$ cat src/sv/lin_pkg.sv
`timescale 1ns / 1ps
package lin_pkg;
   localparam int DefaultNumSlots = 4;

   localparam logic [21:0] RstTarget = 22'd7500;
   localparam logic [15:0] RstSlack = 16'd250;
   localparam logic [2:0] RstMaxAttempts = 3'd3;
   localparam logic [2:0] RstMaxReapplies = 3'd5;
   localparam logic [11:0] RstGuard = 12'd3000;
   localparam logic [11:0] RstRetry = 12'd500;
   localparam logic [10:0] UnitsUs = 11'd1250;

   localparam logic [2:0] RegTarget = 3'd0;
   localparam logic [2:0] RegSlack = 3'd1;
   localparam logic [2:0] RegFsEnable = 3'd2;
   localparam logic [2:0] RegMaxAttempts = 3'd3;
   localparam logic [2:0] RegMaxReapplies = 3'd4;
   localparam logic [2:0] RegGuard = 3'd5;
   localparam logic [2:0] RegRetry = 3'd6;

   localparam logic [2:0] OpConnect = 3'd0;
   localparam logic [2:0] OpDisconnect = 3'd1;
   localparam logic [2:0] OpSecurity = 3'd2;
   localparam logic [2:0] OpPhy = 3'd3;
   localparam logic [2:0] OpFsDone = 3'd4;
   localparam logic [2:0] OpRateChanged = 3'd5;
   localparam logic [2:0] OpParam = 3'd6;
   localparam logic [2:0] OpTick = 3'd7;

   localparam logic [2:0] PhIdle = 3'd0;
   localparam logic [2:0] PhFsu = 3'd1;
   localparam logic [2:0] PhRate = 3'd2;
   localparam logic [2:0] PhActive = 3'd3;
   localparam logic [2:0] PhGivenUp = 3'd4;

   localparam logic [1:0] CmdNone = 2'd0;
   localparam logic [1:0] CmdFsu = 2'd1;
   localparam logic [1:0] CmdRate = 2'd2;

   // fields listed from the top bit down, so op lands in bit 0
   typedef struct packed {
      logic        fsu_outcome;
      logic [1:0]  request_outcome;
      logic [11:0] param_interval_units;
      logic [21:0] rate_interval_us;
      logic [1:0]  rate_status;
      logic        link_phy_2m;
      logic        link_secure;
      logic        is_central;
      logic        event_ok;
      logic [11:0] conn_id;
      logic [2:0]  op;
   } req_type;

   typedef struct packed {
      logic [11:0] handle;
      logic        used;
      logic [2:0]  phase;
      logic [2:0]  attempts;
      logic [2:0]  reapplies;
      logic [11:0] countdown;
      logic        armed;
   } slot_type;

   typedef struct packed {
      logic [22:0] limit;
      logic        fs_enable;
      logic [2:0]  max_attempts;
      logic [2:0]  max_reapplies;
      logic [11:0] guard_ms;
      logic [11:0] retry_ms;
   } cfg_type;

   // fields listed from the top bit down, so slot lands in bit 0
   typedef struct packed {
      logic [2:0] reapply_count;
      logic [2:0] attempt_count;
      logic [2:0] phase;
      logic [1:0] command;
      logic       matched;
      logic [1:0] slot;
   } rsp_type;
endpackage

$ cat src/sv/link_interval_negotiator.sv
`timescale 1ns / 1ps
// Link interval negotiator. Slot state lives in a NUM_SLOTS-entry memory with a registered
// read. One request is handled at a time: after the accept cycle the slots are scanned one
// per cycle. An event that finds or claims a slot then reads that slot again (StRead),
// updates and writes it back (StProc) and offers its response (StOut); an unmatched event
// offers an all-zero response straight after the scan. A tick updates each armed slot
// during the scan and then offers one response per expired slot (at most four, last one
// flagged with tlast), or none. A stalled response holds the block. After reset a clearing
// pass over all slots runs before the first request is taken. Write the registers only
// between requests.
module link_interval_negotiator #(
   parameter int NUM_SLOTS = lin_pkg::DefaultNumSlots
) (
   input  logic        clock,
   input  logic        reset,
   input  logic        req_tvalid,
   output logic        req_tready,
   // op, conn_id, event_ok, is_central, link_secure, link_phy_2m, rate_status,
   // rate_interval_us, param_interval_units, request_outcome, fsu_outcome, zero fill
   input  logic [63:0] req_tdata,
   output logic        rsp_tvalid,
   input  logic        rsp_tready,
   // slot, matched, command, phase, attempt_count, reapply_count, zero fill
   output logic [15:0] rsp_tdata,
   output logic        rsp_tlast,
   input  logic        csr_we,
   input  logic [2:0]  csr_index,
   input  logic [21:0] csr_wdata
);
   import lin_pkg::*;

   localparam int SW = (NUM_SLOTS > 1) ? $clog2(NUM_SLOTS) : 1;
   localparam int CW = $clog2(NUM_SLOTS + 1);

   typedef enum logic [5:0] {
      StClear = 6'b000001, StIdle = 6'b000010, StFind = 6'b000100,
      StRead = 6'b001000, StProc = 6'b010000, StOut = 6'b100000
   } state_type;

   state_type state_ff, state_in;
   logic [21:0] target_ff;
   logic [15:0] slack_ff;
   logic fs_en_ff;
   logic [2:0] max_att_ff, max_reap_ff;
   logic [11:0] guard_ff, retry_ff;
   cfg_type cfg;

   req_type req_ff;
   slot_type mem [NUM_SLOTS];
   slot_type rd_ff;
   logic [SW-1:0] rd_addr;
   logic [CW-1:0] idx_ff, idx_in;
   logic [CW-1:0] hit_ff, hit_in;       // NUM_SLOTS means none
   logic [2:0] nres_ff, nres_in;
   rsp_type res_ff [4];
   rsp_type res_in [4];
   logic [1:0] oidx_ff, oidx_in;
   logic rd_fired;
   logic claim, fired, wr_en;
   slot_type nxt;
   slot_type wr_data;
   logic [SW-1:0] wr_addr;
   logic [1:0] cmd;
   logic [CW-1:0] prev_idx;
   logic [SW-1:0] idx_w;
   logic [SW-1:0] hit_w;
   logic [SW-1:0] prev_w;

   assign idx_w = idx_ff[SW-1:0];
   assign hit_w = hit_ff[SW-1:0];
   // slot whose data sits in rd_ff during the scan
   assign prev_idx = idx_ff - CW'(1);
   assign prev_w = prev_idx[SW-1:0];

   assign cfg.limit = {1'b0, target_ff} + 23'(slack_ff);
   assign cfg.fs_enable = fs_en_ff;
   assign cfg.max_attempts = max_att_ff;
   assign cfg.max_reapplies = max_reap_ff;
   assign cfg.guard_ms = guard_ff;
   assign cfg.retry_ms = retry_ff;

   always_ff @(posedge clock) begin
      if (reset) begin
         target_ff <= RstTarget;
         slack_ff <= RstSlack;
         fs_en_ff <= 1'b1;
         max_att_ff <= RstMaxAttempts;
         max_reap_ff <= RstMaxReapplies;
         guard_ff <= RstGuard;
         retry_ff <= RstRetry;
      end else if (csr_we) begin
         case (csr_index)
            RegTarget: target_ff <= csr_wdata;
            RegSlack: slack_ff <= csr_wdata[15:0];
            RegFsEnable: fs_en_ff <= csr_wdata[0];
            RegMaxAttempts: max_att_ff <= csr_wdata[2:0];
            RegMaxReapplies: max_reap_ff <= csr_wdata[2:0];
            RegGuard: guard_ff <= csr_wdata[11:0];
            RegRetry: retry_ff <= csr_wdata[11:0];
            default: ;
         endcase
      end
   end

   assign req_tready = (state_ff == StIdle);
   assign rsp_tvalid = (state_ff == StOut);
   assign rsp_tdata = {2'b0, res_ff[oidx_ff]};
   assign rsp_tlast = ({1'b0, oidx_ff} + 3'd1 == nres_ff);

   // fire decision for tick on the slot just read
   assign rd_fired = rd_ff.armed && (rd_ff.countdown <= 12'd1);
   assign claim = (state_ff == StProc) && (req_ff.op == OpConnect);
   assign fired = (state_ff == StFind) && (req_ff.op == OpTick) && rd_fired;

   lin_slot_update u_upd (
      .cfg(cfg), .req(req_ff), .cur(rd_ff), .claim(claim), .fired(fired),
      .nxt(nxt), .command(cmd)
   );

   // read address: slot 0 on accept, scan index during find, hit slot during read
   always_comb begin
      rd_addr = '0;
      case (state_ff)
         StFind: if (idx_ff != CW'(NUM_SLOTS)) rd_addr = idx_w;
         StRead: rd_addr = hit_w;
         default: ;
      endcase
   end

   always_ff @(posedge clock) begin
      rd_ff <= mem[rd_addr];
      if (state_ff == StClear) mem[idx_w] <= '0;
      else if (wr_en) mem[wr_addr] <= wr_data;
   end

   always_ff @(posedge clock) begin
      if (state_ff == StIdle && req_tvalid) req_ff <= req_type'(req_tdata[57:0]);
      res_ff <= res_in;
   end

   always_ff @(posedge clock) begin
      if (reset) begin
         state_ff <= StClear;
         idx_ff <= '0;
         hit_ff <= CW'(NUM_SLOTS);
         nres_ff <= '0;
         oidx_ff <= '0;
      end else begin
         state_ff <= state_in;
         idx_ff <= idx_in;
         hit_ff <= hit_in;
         nres_ff <= nres_in;
         oidx_ff <= oidx_in;
      end
   end

   always_comb begin
      rsp_type r;
      state_in = state_ff;
      idx_in = idx_ff;
      hit_in = hit_ff;
      nres_in = nres_ff;
      oidx_in = oidx_ff;
      res_in = res_ff;
      wr_en = 1'b0;
      wr_addr = prev_w;
      wr_data = nxt;
      r = '0;
      case (state_ff)
         StClear: begin
            idx_in = idx_ff + CW'(1);
            if (idx_ff == CW'(NUM_SLOTS - 1)) begin
               state_in = StIdle;
            end
         end
         StIdle: begin
            idx_in = '0;
            hit_in = CW'(NUM_SLOTS);
            nres_in = '0;
            oidx_in = '0;
            if (req_tvalid) begin
               state_in = StFind;
               idx_in = CW'(1);
            end
         end
         StFind: begin
            // rd_ff holds slot idx_ff-1; memory address for next cycle is idx_ff
            if (req_ff.op == OpTick) begin
               if (rd_ff.armed) begin
                  wr_en = 1'b1;
                  if (!rd_fired) begin
                     wr_data = rd_ff;
                     wr_data.countdown = rd_ff.countdown - 12'd1;
                  end else if (nres_ff < 3'd4) begin
                     r.slot = 2'(prev_idx);
                     r.matched = 1'b1;
                     r.command = cmd;
                     r.phase = nxt.phase;
                     r.attempt_count = nxt.attempts;
                     r.reapply_count = nxt.reapplies;
                     res_in[nres_ff[1:0]] = r;
                     nres_in = nres_ff + 3'd1;
                  end
               end
            end else if (hit_ff == CW'(NUM_SLOTS)) begin
               if (req_ff.op == OpConnect) begin
                  if (req_ff.event_ok && req_ff.is_central && !rd_ff.used)
                     hit_in = prev_idx;
               end else if (rd_ff.used && rd_ff.handle == req_ff.conn_id) begin
                  hit_in = prev_idx;
               end
            end
            idx_in = idx_ff + CW'(1);
            if (idx_ff == CW'(NUM_SLOTS)) begin
               if (req_ff.op == OpTick) begin
                  state_in = (nres_in == 3'd0) ? StIdle : StOut;
               end else if (hit_in == CW'(NUM_SLOTS)) begin
                  res_in[0] = '0;
                  nres_in = 3'd1;
                  state_in = StOut;
               end else begin
                  state_in = StRead;
               end
            end
         end
         StRead: state_in = StProc;
         StProc: begin
            wr_en = 1'b1;
            wr_addr = hit_w;
            r.slot = 2'(hit_ff);
            r.matched = 1'b1;
            r.command = cmd;
            r.phase = nxt.phase;
            r.attempt_count = nxt.attempts;
            r.reapply_count = nxt.reapplies;
            res_in[0] = r;
            nres_in = 3'd1;
            state_in = StOut;
         end
         StOut: begin
            if (rsp_tready) begin
               if (rsp_tlast) state_in = StIdle;
               else oidx_in = oidx_ff + 2'd1;
            end
         end
         default: ;
      endcase
   end
endmodule

$ cat src/sv/lin_slot_update.sv
`timescale 1ns / 1ps
// Next state of one slot for one event; purely combinational.
module lin_slot_update (
   input  lin_pkg::cfg_type  cfg,
   input  lin_pkg::req_type  req,
   input  lin_pkg::slot_type cur,
   input  logic              claim,
   input  logic              fired,
   output lin_pkg::slot_type nxt,
   output logic [1:0]        command
);
   import lin_pkg::*;

   logic [2:0] att_inc;
   logic       prod_gt;
   logic [22:0] prod;
   logic       rint_gt;

   assign prod = 23'(req.param_interval_units) * 23'(UnitsUs);
   assign prod_gt = prod > cfg.limit;
   assign rint_gt = {1'b0, req.rate_interval_us} > cfg.limit;
   assign att_inc = (cur.attempts < 3'd7) ? cur.attempts + 3'd1 : cur.attempts;

   always_comb begin
      slot_type s;
      logic do_rate;
      logic do_start;
      logic do_reap;
      s = cur;
      command = CmdNone;
      do_rate = 1'b0;
      do_start = 1'b0;
      do_reap = 1'b0;
      if (claim) begin
         s = '0;
         s.used = 1'b1;
         s.handle = req.conn_id;
      end else if (fired) begin
         s.armed = 1'b0;
         s.countdown = '0;
         if (cur.used) begin
            case (cur.phase)
               PhFsu, PhIdle: do_rate = 1'b1;
               PhRate: begin
                  if (cur.attempts >= cfg.max_attempts) s.phase = PhGivenUp;
                  else do_rate = 1'b1;
               end
               default: ;
            endcase
         end
      end else begin
         case (req.op)
            OpDisconnect: begin
               s.armed = 1'b0;
               s.countdown = '0;
               s.used = 1'b0;
               s.handle = '0;
               s.phase = PhIdle;
            end
            OpSecurity: do_start = req.event_ok && req.link_secure && req.link_phy_2m;
            OpPhy: do_start = req.link_phy_2m && req.link_secure;
            OpFsDone: begin
               if (cur.phase == PhFsu) begin
                  s.armed = 1'b0;
                  s.countdown = '0;
                  do_rate = 1'b1;
               end
            end
            OpRateChanged: begin
               if (req.rate_status == 2'd0) begin
                  s.armed = 1'b0;
                  s.countdown = '0;
                  s.attempts = '0;
                  if (!rint_gt) s.phase = PhActive;
                  else if (cur.phase != PhGivenUp) do_reap = 1'b1;
               end else if (cur.phase == PhRate) begin
                  s.armed = 1'b0;
                  s.countdown = '0;
                  if (req.rate_status == 2'd1 || cur.attempts >= cfg.max_attempts) begin
                     s.phase = PhGivenUp;
                  end else begin
                     s.phase = PhIdle;
                     s.armed = 1'b1;
                     s.countdown = cfg.retry_ms;
                  end
               end
            end
            OpParam: do_reap = (cur.phase == PhActive) && prod_gt;
            default: ;
         endcase
         if (do_start && cur.phase == PhIdle) begin
            if (cfg.fs_enable) begin
               command = CmdFsu;
               if (!req.fsu_outcome) begin
                  s.phase = PhFsu;
                  s.armed = 1'b1;
                  s.countdown = cfg.guard_ms;
               end else do_rate = 1'b1;
            end else do_rate = 1'b1;
         end
      end
      if (do_rate) begin
         s.attempts = att_inc;
         command = CmdRate;
         if (req.request_outcome == 2'd0) begin
            s.phase = PhRate;
            s.armed = 1'b1;
            s.countdown = cfg.guard_ms;
         end else if (req.request_outcome == 2'd1 || att_inc >= cfg.max_attempts) begin
            s.phase = PhGivenUp;
         end else begin
            s.phase = PhIdle;
            s.armed = 1'b1;
            s.countdown = cfg.retry_ms;
         end
      end
      if (do_reap) begin
         if (cur.reapplies >= cfg.max_reapplies) begin
            s.phase = PhGivenUp;
         end else begin
            if (cur.reapplies < 3'd7) s.reapplies = cur.reapplies + 3'd1;
            s.attempts = '0;
            s.phase = PhIdle;
            s.armed = 1'b1;
            s.countdown = cfg.retry_ms;
         end
      end
      nxt = s;
   end
endmodule
$ cat config.mk
export PLATFORM = sky130hd
export DESIGN_NAME = link_interval_negotiator
export DESIGN_NICKNAME = d
export VERILOG_FILES = /design/src/sv/lin_pkg.sv /design/src/sv/link_interval_negotiator.sv /design/src/sv/lin_slot_update.sv
export SDC_FILE = /design/constraint.sdc
export NUM_CORES = 1
export LEC_CHECK = 0
export BUFFER_PORTS_ARGS = -buffer_cell sky130_fd_sc_hd__buf_2
export CAP_MARGIN = 20
export CORE_ASPECT_RATIO = 1.75
export CORE_UTILIZATION = 30
export DETAILED_ROUTE_END_ITERATION = 8
export SLEW_MARGIN = 20
export SYNTH_ARGS = -nofsm -noshare
export SYNTH_HDL_FRONTEND = slang
export SYNTH_SLANG_ARGS = --single-unit
$ cat constraint.sdc
create_clock -name clock -period 6.2 [get_ports clock]
set_clock_uncertainty 0.1 [all_clocks]
set_input_delay 0.93 -clock clock [delete_from_list [all_inputs] [get_ports clock]]
set_output_delay 0.93 -clock clock [all_outputs]
set_load 0.02 [all_outputs]
== Word-level counts from Yosys, hierarchy flattened ==
Memory sizes are Yosys's and may differ from the RTL's. A register that Yosys moved wholly into a read port is not among the register bits.
Index checks and enable logic that the tools add are counted.

* $add $sub $neg: 9
* $mul: 1
* Divide/modulo/power cells: 0
* Order comparisons: 12
* Eq/ne operators: 38
* Shift-type cells: 0
* Muxes and demuxes: 126
* Bitwise gates (word level): 2
* Reductions and logical operators: 42

{| class="wikitable"
|+ Operator list
! operator !! number
|-
| 2-to-1 mux 56 bit || 4
|-
| 2-to-1 mux 13 bit || 14
|-
| 2-to-1 mux 35 bit || 5
|-
| 2-to-1 mux 3 bit || 34
|-
| 2-to-1 mux 14 bit || 6
|-
| bitwise mux 56 bit || 1
|-
| 2-to-1 mux 6 bit || 9
|-
| case mux 13 bit (3 select lines) || 1
|-
| 2-to-1 mux 19 bit || 2
|-
| case mux 6 bit (6 select lines) || 1
|-
| OR reduction 35 bit || 1
|-
| equality test 3 bit, second input constant || 10
|-
| binary-select mux 14 bit (select 2 bit) || 1
|-
| demux 14 bit (select 2 bit) || 1
|-
| case mux 14 bit (2 select lines) || 1
|-
| 2-to-1 mux 1 bit || 26
|-
| adder 22 x 16 -> 23 bit || 1
|-
| greater-than comparator 22 x 23 -> 1 bit || 1
|-
| greater-than comparator 23 bit || 1
|-
| multiplier 12 x 10 -> 22 bit, second input constant || 1
|-
| 2-to-1 mux 22 bit || 1
|-
| equality test 3 x 2 -> 1 bit, second input constant || 7
|-
| 2-to-1 mux 2 bit || 9
|-
| case mux 3 bit (2 select lines) || 3
|-
| 40 further kinds || 89
|}

* Register bits after elaboration: 200
* Latch bits: 0
* RAM bits: 140
* Bits in read-only memories: 0
* Output and inout bits: 19
* Logic and storage cells: 278
* Memories: 1

{| class="wikitable"
|+ Memories
! memory !! words !! width !! read ports !! clocked after memory_dff !! wr ports !! RTL line !! text
|-
| mem || 4 || 35 || 1 || 1 || 1 || link_interval_negotiator.sv:49 || <nowiki>slot_type mem [NUM_SLOTS];</nowiki>
|}

== Longest topological paths before layout ==
* Depth in word-level cells: 25
* Gate-level depth with buffers: 31

== Modules after synthesis ==
From an unflattened synthesis, not the netlist that was laid out.

* Cells, all modules: 1874
* Area total of the unflattened synthesis: 20179.4 um2

{| class="wikitable"
|+ Modules (own cells, without submodules)
! module !! instances !! cells each !! area each (um2) !! sequential area each (um2)
|-
| link_interval_negotiator || 1 || 1307 || 15738.8 || 10049.6
|-
| lin_slot_update || 1 || 567 || 4440.5 || 0.0
|}

== Worst setup path before layout ==
Ideal clock, no wire load.

* Path kind: register to register
* From: register req_ff[47] (netlist bit)
* To: memory mem[0][21] (netlist bit) (data pin)
* Setup time: 203 ps
* Arrival: 6241 ps
* Required time: 5897 ps
* Setup slack: -344 ps
* Cell stages (with the launch flop): 29
* Path buffers: 2
* Clock period less this slack: 6544 ps
* Path through: edfxtp_1 -> inv_1 -> fa_1 -> inv_1 -> ha_1 -> inv_1 -> fa_1 -> inv_1 -> ha_1 -> inv_1 -> fa_1 -> inv_1 -> ha_1 -> o41ai_1 -> o21ai_0 -> o41ai_1 -> o2111ai_1 -> a21oi_1 -> xnor2_1 -> ha_1 -> a21o_1 -> a21oi_1 -> o31ai_1 -> a211oi_1 -> a21oi_1 -> a32o_1 -> buf_2 -> buf_2 -> nor3_1

* Cells in the longest elaborated chain, start to end: 12

{| class="wikitable"
|+ Ends and longest elaborated chain
! what !! RTL line !! text
|-
| start: declaration || link_interval_negotiator.sv:48 || <nowiki>req_type req_ff;</nowiki>
|-
| start signal: assignment || link_interval_negotiator.sv:137 || <nowiki>if (state_ff == StIdle && req_tvalid) req_ff <= req_type'(req_tdata[57:0]);</nowiki>
|-
| multiplier 12 x 10 -> 22 bit * || lin_slot_update.sv:19 || <nowiki>assign prod = 23'(req.param_interval_units) * 23'(UnitsUs);</nowiki>
|-
| greater-than comparator 23 bit * || lin_slot_update.sv:20 || <nowiki>assign prod_gt = prod > cfg.limit;</nowiki>
|-
| logical AND 1 bit * || lin_slot_update.sv:88 || <nowiki>OpParam: do_reap = (cur.phase == PhActive) && prod_gt;</nowiki>
|-
| case mux 1 bit (2 select lines) * || lin_slot_update.sv:52 || <nowiki>case (req.op)</nowiki>
|-
| 2-to-1 mux 1 bit * || lin_slot_update.sv:38 || <nowiki>end else if (fired) begin</nowiki>
|-
| 2-to-1 mux 1 bit * || lin_slot_update.sv:34 || <nowiki>if (claim) begin</nowiki>
|-
| 2-to-1 mux 22 bit * || lin_slot_update.sv:117 || <nowiki>if (do_reap) begin</nowiki>
|-
| 2-to-1 mux 35 bit || link_interval_negotiator.sv:191 || <nowiki>if (!rd_fired) begin</nowiki>
|-
| 2-to-1 mux 35 bit || link_interval_negotiator.sv:189 || <nowiki>if (rd_ff.armed) begin</nowiki>
|-
| 2-to-1 mux 35 bit || link_interval_negotiator.sv:188 || <nowiki>if (req_ff.op == OpTick) begin</nowiki>
|-
| 2-to-1 mux 35 bit * || link_interval_negotiator.sv:169 || <nowiki>case (state_ff)</nowiki>
|-
| 2-to-1 mux 35 bit (no line) * || n/a ||
|-
| end: declaration || link_interval_negotiator.sv:49 ||
|}

Every way passes the cells marked *; elsewhere a longest branch is shown, timed or not.

== Worst setup path in the final report ==
* From: register req_ff[47] (netlist bit)
* To: memory mem[3][6] (netlist bit) (data pin)

Same word-level chain as after synthesis.

==> Implementation_results.wiki <==
{| class="wikitable"
! Metric !! Value
|-
| Result of the run || complete, but fails checks
|-
| Violated checks || setup timing
|-
| Crit path launch type || flop
|-
| Leakage dissipation || 8.98 nW
|-
| Area enclosed by the die boundary || ~0.066 mm²
|-
| Critical path's most frequent cell || inv_2
|-
| Number of global-route vias before repair || about 15,000
|-
| Final net count || between 2,000 and 2,500
|-
| Count of filler cells inserted in the layout || between 6,000 and 7,000
|-
| Achievable clock frequency || around 0.15 GHz
|-
| Sort of element at the end of the critical path || flop
|-
| Most used DFF post-synth || edfxtp_1
|-
| Number of primary I/O pins || roughly 110
|-
| Met3 routed wirelength || 2460 µm
|-
| Layout Area Growth over Synthesis || 20.2%
|-
| Vias per cell || between 5 and 6
|-
| Class of the worst hold path || flop to flop
|-
| DRC violations left || 0
|-
| Wire length per cell after detailed routing || 18.9 µm
|-
| Starting utilization of the core area || 0.304
|-
| Switching portion of total power || 0.333
|-
| Period Utilization, post-route || 1.09
|-
| Maximum level of the CTS H-tree || 2
|-
| Relative contribution of combinational cells to total power || 0.319
|-
| Core Util, Final || 0.366
|-
| Root buffer selected by CTS || clkbuf_16
|-
| Cell count after synthesis || 1,826
|-
| Area after DPL || between 0.02 and 0.025 mm²
|-
| Final Critical Period || about 6.7 ns
|-
| Reg-to-reg critical path startpoint || req_ff[47]$_DFFE_PP_
|-
| Number of placement rows || 123
|-
| Proportion of synthesized chip area in sequential cells || 0.513
|-
| Reg2reg setup slack || -0.54 ns
|-
| Data required, critical path || between 6 and 7 ns
|-
| Relative max-transition margin || 0.170
|-
| Count of different cell masters after synthesis || 81
|-
| Internal cell power || about 5.7 mW
|-
| Endpoint arrival time on the critical path || 6.99 ns
|-
| Clock tree from TritonCTS || yes
|-
| Most used cells in the layout excluding fill and tap cells || 265 x nand2_1, 254 x edfxtp_1, 134 x ha_1
|-
| Starting DRT DRC Count || roughly 850
|-
| Cell with the largest stage delay on the worst path || fa_1
|-
| Switching pwr || between 2 and 3 mW
|-
| Clock network fraction of total power || 0.281
|-
| Routed wire length on met2 || around 28,000 µm
|-
| Max VDD drop || 0.234 mV
|-
| Met1 wire length || roughly 20,000 µm
|-
| Average instance area after synthesis || between 10 and 15 µm²
|-
| Origin of the worst setup path || req_ff[47]$_DFFE_PP_
|-
| Antenna violations before repair || 4
|-
| Endpoints failing hold || 0
|-
| Clock Pin Slew Worst Setup and Hold Paths || around 0.060 ns
|-
| Top layer in use || met5
|-
| Drt total wl || 53,600 µm
|-
| Proportion of synthesized flip-flops having asynchronous set or reset || 0
|-
| Area of all placed cells without fillers || about 0.024 mm²
|-
| Flip-flop and latch count after synthesis || 375
|-
| Number of buffers added on ports || 104
|-
| HPWL reported at the end of detailed placement || approximately 38,000 µm
|-
| Critical Setup Path Class || flop to flop
|-
| Layout cells sized above 1 || 0.195
|-
| Post-synthesis cell area || between 0.015 and 0.02 mm²
|-
| Die X || just under 200 µm
|-
| Routed vias || about 15,000
|-
| TritonCTS sink count || between 300 and 400
|-
| Number of iterations in the first detailed-routing pass || 5
|-
| Sequential power share || 0.400
|-
| Ant. Diodes || 0
|-
| Worst slew pin tran || 1.24 ns
|-
| Count of maximum capacitance violations || 0
|-
| Total power per unit cell area || about 360 mW/mm²
|-
| Max FO, Critical Path || 7
|-
| Unrepaired setup endpoints after global routing || true
|-
| Maximum number of pins on one net before global-route repair || 71
|-
| EDFF count, synth || around 250
|-
| Most common cell after layout, fill and taps aside || nand2_1
|-
| Clk buf depth || 3
|-
| Worst setup path end || mem[3][6]$_DFFE_PP_
|-
| Area of the core || approximately 0.064 mm²
|-
| Total Negative Setup Slacks || -44.27 ns
|-
| GP Congestion || approximately 0.86
|-
| Global-route wire length before repair || slightly above 80,000 µm
|-
| Worst-case reg-to-reg path depth || 32
|-
| Insertion delay to the later sink of the worst-skew pair || between 0.5 and 0.6 ns
|-
| Total count of max-transition violations in the final report || 0
|-
| Final setup viols || 124
|-
| Worst setup margin || -0.543 ns
|-
| Total routing usage reported by global routing || 0.160
|-
| Total power after layout || ~8.6 mW
|-
| Inserted Clock Buffers || 40
|-
| Floorplan die height || ~340 µm
|-
| Hold_sp || slack_ff[11]$_SDFFE_PP0P_
|-
| Antenna Violating Nets Remaining || 0
|-
| Largest stage delay on the critical path || 0.51 ns
|-
| Reg-to-reg endpoint || mem[3][6]$_DFFE_PP_
|-
| Remaining Overflow, GRT || 0
|-
| Yosys synthesis warning count || 0
|}
-- how the worst min path moves through the flow --
stage	end	cells past startpoint	slack (ns)
CTS	slack_ff[11]$_SDFFE_PP0P_	2	0.36
global placement	slack_ff[11]$_SDFFE_PP0P_	2	0.35
floorplan	slack_ff[0]$_SDFFE_PP0P_	2	0.34
finish	slack_ff[11]$_SDFFE_PP0P_	2	0.36
global route	slack_ff[11]$_SDFFE_PP0P_	2	0.39
detailed placement	slack_ff[11]$_SDFFE_PP0P_	2	0.35
-- worst max-delay path: cells and delay by family, from the launching register on --
family	cells	cell delay (ns)
AO/OA/AOI/OAI	14	2.57
AND/OR/NAND/NOR	1	0.10
XOR/XNOR	1	0.14
buffers and inverters	9	0.81
flip-flops	1	0.40
adder cells (fa/ha/maj)	7	2.38
-- Yosys cell counts, types with 16 or more instances --
| library cell | number | share of area |
|---|---|---|
| a211oi_1 | 46 | 0.018 |
| a21o_1 | 17 | 0.0065 |
| a21oi_1 | 102 | 0.026 |
| a31oi_1 | 43 | 0.014 |
| and2_1 | 45 | 0.014 |
| buf_2 | 16 | 0.0041 |
| clkbuf_1 | 54 | 0.010 |
| dfxtp_1 | 121 | 0.12 |
| edfxtp_1 | 254 | 0.39 |
| fa_1 | 24 | 0.025 |
| ha_1 | 140 | 0.089 |
| inv_1 | 109 | 0.021 |
| mux2i_1 | 28 | 0.014 |
| nand2_1 | 269 | 0.052 |
| nand3_1 | 67 | 0.017 |
| nor2_1 | 98 | 0.019 |
| nor2b_1 | 17 | 0.0054 |
| nor3_1 | 31 | 0.0079 |
| o21ai_0 | 42 | 0.011 |
| or3_1 | 16 | 0.0051 |
| xnor2_1 | 37 | 0.017 |
| xor2_1 | 19 | 0.0085 |
-- layout make-up --
cell class                 count  area [µm²]  area share
clock buffer                  51        1090      0.0465
timing repair buffer         199        1310      0.0556
sequential                   375       10100       0.427
clock inverter                23         221     0.00941
inverter                     111         418      0.0178
multi-input combinational   1263        9430       0.401
tap                          812        1020      0.0432
-- through the flow --
| stage | hold slack, ns | setup WS, ns | std cells |
|---|---|---|---|
| 2_1_floorplan | 0.340 | 0.0208 | 1827 |
| 3_3_place_gp | 0.349 | -0.757 | 2737 |
| 3_5_place_dp | 0.353 | -0.849 | 2737 |
| 4_1_cts | 0.361 | -0.475 | 2828 |
| 5_1_grt | 0.387 | -0.692 | 2834 |
| 6_report | 0.359 | -0.543 | 2834 |
-- power by group through the flow --
stage                     clock (mW)  combinational [mW]  sequential, mW
after floorplan                    0                1.67            3.37
after global placement             0                2.36            3.45
after detailed placement           0                2.40            3.47
after CTS                       2.46                2.58            3.42
after global routing            2.54                3.01            3.46
final                           2.40                2.73            3.43
-- what timing repair did --
action | CTS | global route
pin swaps | 35 | 41
hold buffers | 0 | 0
gates cloned | 1 | 0
resized for setup | 54 | 74
setup buffers | 17 | 11
endpoints found under the setup margin | 124 | 124
-- routing by layer --
layer,vias to the layer above,global-route usage
met3,137,0.0224
met5,-,0
met1,7191,0.170
met4,6,0.0782
li1,6975,-
met2,441,0.305
-- cells by family after synthesis --
| logic type | count (synthesis) | share of synthesized area |
|---|---|---|
| multiplexers | 42 | 0.0304 |
| AND/OR/NAND/NOR | 625 | 0.152 |
| XOR/XNOR | 56 | 0.0251 |
| buffers and inverters | 189 | 0.0383 |
| AO/OA/AOI/OAI | 374 | 0.127 |
| adder cells (fa/ha/maj) | 164 | 0.114 |
| other | 1 | 0.000192 |
| flip-flops | 375 | 0.513 |
No activity file was read; power rests on OpenSTA's default activity.
